## src/design/tlbw_pkg.sv

```systemverilog
// Package for the wired-entry TLB model: sizes, command and register codes,
// controller/datapath command struct. No dependencies.
package tlbw_pkg;
   localparam int TLB_SLOTS       = 64;
   localparam int PAGES_PER_TABLE = 512;
   localparam int SLOT_W          = $clog2(TLB_SLOTS);
   localparam int TPB             = $clog2(PAGES_PER_TABLE);
   localparam int TAG_W           = 22;

   localparam logic [1:0] CMD_PROBE  = 2'd0;
   localparam logic [1:0] CMD_FILL   = 2'd1;
   localparam logic [1:0] CMD_READ   = 2'd2;
   localparam logic [1:0] CMD_UNUSED = 2'd3;

   localparam logic [2:0] REG_SHIFT  = 3'd0;
   localparam logic [2:0] REG_PAIR   = 3'd1;
   localparam logic [2:0] REG_WIRED  = 3'd2;
   localparam logic [2:0] REG_RANDOM = 3'd3;
   localparam logic [2:0] REG_HIT    = 3'd4;
   localparam logic [2:0] REG_FIRST  = 3'd5;
   localparam logic [2:0] REG_MIDDLE = 3'd6;
   localparam logic [2:0] REG_SECOND = 3'd7;

   localparam logic [1:0] LVL_FIRST  = 2'd0;
   localparam logic [1:0] LVL_MIDDLE = 2'd1;
   localparam logic [1:0] LVL_SECOND = 2'd2;

   // tag source for a search/insert step
   localparam logic TSRC_PAGE  = 1'b0;
   localparam logic TSRC_TABLE = 1'b1;

   typedef struct packed {
      logic load;        // latch request, compute tags
      logic search;      // search tag_src, latch hit
      logic tag_src;
      logic ins_wired;   // insert tag_src at next wired slot
      logic ins_random;  // insert tag_src at replace pointer
      logic account;     // update counters for the level
      logic [1:0] level;
      logic respond;
   } ctl_type;

   typedef struct packed {
      logic found;
      logic wired_left;
   } sts_type;
endpackage

```

## src/design/tlbw_datapath.sv

```systemverilog
// Datapath: tag array with match vector, pointers, statistics counters,
// result registers. Uses tlbw_pkg.
module tlbw_datapath import tlbw_pkg::*; (
   input  logic                clock,
   input  logic                reset,
   input  ctl_type             ctl,
   output sts_type             sts,
   input  logic [1:0]          req_command,
   input  logic [31:0]         req_virtual_address,
   input  logic [2:0]          req_counter_select,
   input  logic                csr_we,
   input  logic [2:0]          csr_index,
   input  logic [31:0]         csr_data,
   output logic                rsp_strobe,
   output logic                rsp_hit,
   output logic [SLOT_W-1:0]   rsp_entry_index,
   output logic [1:0]          rsp_fill_level,
   output logic [SLOT_W-1:0]   rsp_table_slot,
   output logic                rsp_memory_miss,
   output logic [63:0]         rsp_counter_value
);
   logic [4:0]  shift_ff;
   logic        pair_ff;
   logic [5:0]  wired_ff;
   logic [6:0]  random_ff;
   logic [6:0]  hitpct_ff;
   logic [15:0] pen_first_ff, pen_middle_ff, pen_second_ff;

   logic [TAG_W-1:0]     tag_ff [TLB_SLOTS];
   logic [TLB_SLOTS-1:0] valid_ff;
   logic [6:0]           next_wired_ff;
   logic [SLOT_W-1:0]    ptr_ff;
   logic [6:0]           tally_ff;
   logic [63:0]          cnt_ff [8];

   logic [1:0]        cmd_ff;
   logic [2:0]        sel_ff;
   logic [TAG_W-1:0]  page_ff, table_ff;
   logic              found_ff;
   logic [SLOT_W-1:0] found_idx_ff;
   logic [SLOT_W-1:0] entry_ff, tslot_ff;
   logic              mmiss_ff;

   always_ff @(posedge clock) begin
      if (reset) begin
         shift_ff <= 5'd12; pair_ff <= 1'b0; wired_ff <= 6'd7; random_ff <= 7'd56;
         hitpct_ff <= 7'd97; pen_first_ff <= 16'd10; pen_middle_ff <= 16'd177;
         pen_second_ff <= 16'd2000;
      end else if (csr_we) begin
         unique case (csr_index)
            REG_SHIFT:  shift_ff      <= csr_data[4:0];
            REG_PAIR:   pair_ff       <= csr_data[0];
            REG_WIRED:  wired_ff      <= csr_data[5:0];
            REG_RANDOM: random_ff     <= csr_data[6:0];
            REG_HIT:    hitpct_ff     <= csr_data[6:0];
            REG_FIRST:  pen_first_ff  <= csr_data[15:0];
            REG_MIDDLE: pen_middle_ff <= csr_data[15:0];
            REG_SECOND: pen_second_ff <= csr_data[15:0];
         endcase
      end
   end

   logic [4:0] eshift;
   always_comb begin
      if (shift_ff < 5'd10)      eshift = 5'd10;
      else if (shift_ff > 5'd16) eshift = 5'd16;
      else                       eshift = shift_ff;
   end

   function automatic logic [TAG_W-1:0] page_of(input logic [31:0] a,
                                                input logic [4:0] s, input logic pr);
      logic [31:0] sh;
      logic [TAG_W-1:0] p;
      sh = a >> s;
      p = sh[TAG_W-1:0];
      if (pr) p[0] = 1'b0;
      return p;
   endfunction

   logic [TAG_W-1:0] vpn_c;
   logic [63:0]      seg_c;
   logic [31:0]      seg_addr_c;
   always_comb begin
      vpn_c      = page_of(req_virtual_address, eshift, pair_ff);
      seg_c      = {{(64-TAG_W+TPB){1'b0}}, vpn_c[TAG_W-1:TPB]} << (eshift + 5'd1);
      seg_addr_c = seg_c[31:0] | 32'h8000_0000;
   end

   // effective slot counts
   logic [6:0] ew, asz;
   logic [7:0] sum;
   always_comb begin
      ew  = (wired_ff > 6'(TLB_SLOTS-1)) ? 7'(TLB_SLOTS-1) : {1'b0, wired_ff};
      sum = {1'b0, ew} + {1'b0, random_ff};
      if (sum > 8'(TLB_SLOTS)) sum = 8'(TLB_SLOTS);
      if (sum <= {1'b0, ew})   sum = {1'b0, ew} + 8'd1;
      asz = sum[6:0];
   end

   logic [TAG_W-1:0] cur_tag;
   assign cur_tag = (ctl.tag_src == TSRC_TABLE) ? table_ff : page_ff;

   logic [TLB_SLOTS-1:0] match;
   always_comb begin
      for (int i = 0; i < TLB_SLOTS; i++)
         match[i] = valid_ff[i] && (tag_ff[i] == cur_tag);
   end

   logic [SLOT_W-1:0] match_idx;
   always_comb begin
      match_idx = '0;
      for (int i = TLB_SLOTS-1; i >= 0; i--)
         if (match[i]) match_idx = SLOT_W'(i);
   end

   logic [6:0] rp;
   always_comb begin
      rp = {{(7-SLOT_W){1'b0}}, ptr_ff};
      if (rp < ew || rp >= asz) rp = asz - 7'd1;
   end

   logic              do_ins;
   logic [SLOT_W-1:0] ins_slot;
   assign do_ins   = ctl.ins_wired | ctl.ins_random;
   assign ins_slot = ctl.ins_wired ? next_wired_ff[SLOT_W-1:0] : rp[SLOT_W-1:0];

   assign sts.found      = found_ff;
   assign sts.wired_left = next_wired_ff < ew;

   logic [13:0] prod;
   logic [6:0]  tally_inc;
   assign tally_inc = tally_ff + 7'd1;
   assign prod = {7'd0, tally_inc} * (14'd100 - {7'd0, hitpct_ff});

   always_ff @(posedge clock) begin
      if (do_ins) tag_ff[ins_slot] <= cur_tag;
      if (ctl.load) begin
         cmd_ff   <= req_command;
         sel_ff   <= req_counter_select;
         page_ff  <= vpn_c;
         table_ff <= page_of(seg_addr_c, eshift, pair_ff);
      end
      if (ctl.search) found_idx_ff <= match_idx;
      if (ctl.ins_wired)  tslot_ff <= ins_slot;
      if (ctl.ins_random) begin
         if (ctl.tag_src == TSRC_TABLE) tslot_ff <= ins_slot;
         else                           entry_ff <= ins_slot;
      end
   end

   always_ff @(posedge clock) begin
      if (reset) begin
         valid_ff      <= '0;
         next_wired_ff <= '0;
         ptr_ff        <= SLOT_W'(TLB_SLOTS-1);
         tally_ff      <= '0;
         found_ff      <= 1'b0;
         mmiss_ff      <= 1'b0;
         for (int i = 0; i < 8; i++) cnt_ff[i] <= '0;
      end else begin
         if (ctl.load) begin
            mmiss_ff <= 1'b0;
         end
         if (ctl.search) found_ff <= |match;
         if (do_ins) begin
            valid_ff           <= (valid_ff & ~match) | (TLB_SLOTS'(1) << ins_slot);
            cnt_ff[0]          <= cnt_ff[0] + 64'd1;
         end
         if (ctl.ins_wired) next_wired_ff <= next_wired_ff + 7'd1;
         if (ctl.ins_random)
            ptr_ff <= (rp > ew) ? SLOT_W'(rp - 7'd1) : SLOT_W'(asz - 7'd1);
         if (ctl.account) begin
            unique case (ctl.level)
               LVL_FIRST: begin
                  cnt_ff[2] <= cnt_ff[2] + 64'd1;
                  cnt_ff[3] <= cnt_ff[3] + {48'd0, pen_first_ff};
                  if (hitpct_ff < 7'd100) begin
                     if (prod >= 14'd100) begin
                        tally_ff  <= '0;
                        cnt_ff[1] <= cnt_ff[1] + 64'd1;
                        mmiss_ff  <= 1'b1;
                     end else begin
                        tally_ff <= tally_inc;
                     end
                  end
               end
               LVL_MIDDLE: begin
                  cnt_ff[4] <= cnt_ff[4] + 64'd1;
                  cnt_ff[5] <= cnt_ff[5] + {48'd0, pen_middle_ff};
               end
               default: begin
                  cnt_ff[6] <= cnt_ff[6] + 64'd1;
                  cnt_ff[7] <= cnt_ff[7] + {48'd0, pen_second_ff};
               end
            endcase
         end
      end
   end

   logic rsp_strobe_ff;
   logic [1:0] level_ff;
   always_ff @(posedge clock) begin
      if (reset) rsp_strobe_ff <= 1'b0;
      else       rsp_strobe_ff <= ctl.respond;
      if (ctl.respond) level_ff <= ctl.level;
   end

   assign rsp_strobe        = rsp_strobe_ff;
   assign rsp_hit           = (cmd_ff == CMD_PROBE) && found_ff;
   assign rsp_entry_index   = (cmd_ff == CMD_PROBE) ? (found_ff ? found_idx_ff : '0) :
                              (cmd_ff == CMD_FILL) ? entry_ff : '0;
   assign rsp_fill_level    = (cmd_ff == CMD_FILL) ? level_ff : LVL_FIRST;
   assign rsp_table_slot    = (cmd_ff == CMD_FILL && level_ff != LVL_FIRST) ? tslot_ff : '0;
   assign rsp_memory_miss   = (cmd_ff == CMD_FILL) && mmiss_ff;
   assign rsp_counter_value = (cmd_ff == CMD_READ) ? cnt_ff[sel_ff] : 64'd0;
endmodule

```

## config.mk

```make
export PLATFORM = sky130hd
export DESIGN_NAME = tlbw_datapath
export DESIGN_NICKNAME = d
export VERILOG_FILES = /design/src/design/tlbw_pkg.sv /design/src/design/tlbw_datapath.sv
export SDC_FILE = /design/constraint.sdc
export NUM_CORES = 2
export LEC_CHECK = 0
export BUFFER_PORTS_ARGS = -buffer_cell sky130_fd_sc_hd__buf_2
export CAP_MARGIN = 30
export CORE_ASPECT_RATIO = 0.75
export CORE_MARGIN = 2
export CORE_UTILIZATION = 40
export DETAILED_ROUTE_END_ITERATION = 7
export SYNTH_ARGS = -nofsm -noshare
export SYNTH_HDL_FRONTEND = slang
export SYNTH_SLANG_ARGS = --single-unit
```

## constraint.sdc

```tcl
create_clock -name clock -period 10.76 [get_ports clock]
set_input_delay 1.614 -clock clock [delete_from_list [all_inputs] [get_ports clock]]
set_output_delay 1.614 -clock clock [all_outputs]
set_load 0.005 [all_outputs]
```

==> results.cfg <==
[sta]
tightest_slew_ps = 1220
slew_headroom_pct = 17.9
setup_viol = 0
finalHoldViolations = 0
finalSetupTns_ps = 0
final_max_slew_viol_count = 0
timing.fmax_mhz = 104
skew_ps = 77.6
fin_crit_sh_pct = 89.7
rsz0062_at_grt = no
hold_slack_ps = 459
fin_crit_ps = 9650

[finish]
drive_gt1_share_pct = 10.9
nNetsFinal = 8951
fin_cells = 12478
nFillCells = 23770
syn2layout_area_growth_pct = 12.5

[floorplan]
row_count = 164
die_height_um = 452
coreArea_um2 = 267000
start_util_pct = 40.2
dieArea_um2 = 272000
io_pins = 167
die_w_um = 602

[worst_setup_path]
worst-path-max-fanout = 22
crit_path_max_incr_delay_ps = 770
critical_path.most_common_cell = a21o_1
crit_path_end_kind = register
cp.arrival_ps = 10150
worstReg2RegStart = wired_ff[0]
critical_path_class = reg2reg
crit_required_ps = 11250
cp_slowest_cell = o32ai_4
critPathBufInv = 4
critPathLaunch = wired_ff[0]
critical_path.top_delay_family = compound AO/OA/AOI/OAI gates
start_kind = register

[detailed_routing]
vias_per_cell = 5.80
ant_nets = 0
drc = 0
drtIter0Drc = 9891
wl_um = 341000
wire_per_inst_um = 27.3
vias = 72381
firstDrtPassIters = 8

[synthesis]
synth_fp_nets = 8786
ys_seq_area_share_pct = 58.7
synth_mux_area_share_pct = 4.58
synth_flop_cell = edfxtp_1
synthAdderAreaFrac_pct = 2.17
synth.avg_cell_area_um2 = 12.6
yosysWarnings = 0
async_reset_ff_share_pct = 0
netlist_area_um2 = 107000
yosysTopAreaCell = edfxtp_1
synth_edf_count = 1983
synth_compound_area_share_pct = 4.59
synth.area.top_cells = edfxtp_1, xnor2_1, xor2_1
synth-xor-area-share_pct = 15.3
ys_top_cells_by_count = edfxtp_1, xnor2_1, nor2_1, xor2_1, nand2_1
synth.top_cell.area_share_pct = 55.5
synth_top_family_by_area = XOR/XNOR gates
synth.distinct_cells = 105
synth_seq_cells = 2153
yosysMostFrequentCell = edfxtp_1
post_synth_and_or_nand_nor_area_fraction_pct = 12.1
syn_inst = 8537

[clocking]
clockBufferDepth = 4
clock-sinks = 2153
post_cts_buffers = 0
clock_latency_ps = 930
path_clk_slew_ps = 60
h-tree-depth = 4
cts_tree = yes
clockRootBuffer = clkbuf_16
cts-buffers-inserted = 226
hold_buffers = 0
cts.repair.resized = 0

[hold_path]
min-delay-start = pen_second_ff[0]
hp-class = reg2reg

[power]
powerDensity_nw_per_um2 = 181
ir_worst_vdd_uv = 161
power_uw = 21900
p_leak_uw = 0.0399

[job]
maxCapViolations = 0

[global_route]
grt_pass1_wl_um = 486000
grt_pass1_vias = 68038
overflow = 0
grt_usage_pct = 24.4
antenna_found_initial = 22
grt_max_degree = 80

[outcome]
status = completed

[placed_design]
dp_hpwl_um = 204000
port_buffers = 140
dp.cells = 12028
globalplace.congestion = 0.912
layout by cell type, fill, tap and decap left out, types with 34 or more instances in the layout:
cell type and n:
a21oi_1 248, and2_1 57, and3_1 132, and4_1 35, buf_2 142, buf_4 144, clkbuf_1 48, clkbuf_16 231
clkinv_1 47, clkinv_2 52, dfxtp_1 166, edfxtp_1 1983, fa_1 35, ha_1 130, inv_1 210, mux2i_1 116
mux4_2 145, nand2_1 530, nand3_1 239, nand4_1 264, nor2_1 780, nor2b_1 37, nor3_1 100, nor4_1 286
o21a_1 34, o21ai_0 155, or3_1 68, xnor2_1 1141, xor2_1 732
metrics by stage:
step | setup slack [ps] | utilization (%) | instance area, µm²
3_5_place_dp | 1270 | 42.3 | 113000
4_1_cts | 1250 | 45.1 | 120000
6_report | 1110 | 45.2 | 121000
3_3_place_gp | 1280 | 42.2 | 113000
2_1_floorplan | 976 | - | 107000
5_1_grt | 715 | 45.2 | 121000
worst min-delay path, cell delays in order, from the launching register on:
cell	delay, ps
dfxtp_1	310
nand2_1	50
a21oi_1	50
layout make-up:
type	instances	area, µm²	share of cell area [%]
repair buffers	333	2780	2.31
multi-input cells	5746	42000	34.8
clock buffers	287	6040	5.01
well taps	3569	4470	3.70
inverters	242	965	0.800
diodes	19	47.5	0.0394
flip-flops and latches	2153	63000	52.2
clock inverters	129	1370	1.13
final timing paths:
kind	endpoint	slack (ps)	depth (start not counted)
max	tag_ff[39][0]	1110	31
min	pen_second_ff[0]	460	2
max reg2reg	tag_ff[39][0]	1110	31
min reg2reg	pen_second_ff[0]	460	2
state kept, by name, indices dropped and copies added, names as in the netlist, 7 cells and up, named ones only:
| name | cells |
|---|---|
| cnt_ff | 512 |
| hitpct_ff | 7 |
| next_wired_ff | 7 |
| page_ff | 22 |
| pen_first_ff | 16 |
| pen_middle_ff | 16 |
| pen_second_ff | 16 |
| random_ff | 7 |
| table_ff | 22 |
| tag_ff | 1408 |
| tally_ff | 7 |
| valid_ff | 64 |
where the power goes:
group          internal [µW]  switching (µW)  total [µW]
logic                   1220            2650        3860
clock network           4580            3400        7980
registers               9730             294       10000
total                  15500            6340       21900
per-layer routing:
metal | wire length, µm | vias to the layer above | GRT usage (%)
li1 | - | 31370 | -
met1 | 151000 | 36835 | 36.9
met2 | 145000 | 3706 | 35.4
met3 | 36200 | 470 | 4.99
met4 | 9280 | 0 | 6.49
met5 | 0 | - | 0
logic make-up after synthesis:
kind of cell,Yosys count
AO/OA/AOI/OAI,755
multiplexers,305
buffers and inverters,638
XOR/XNOR,1873
adder cells (fa/ha/maj),165
AND/OR/NAND/NOR,2648
flip-flops,2153
No activity file was read; power rests on OpenSTA's default activity.
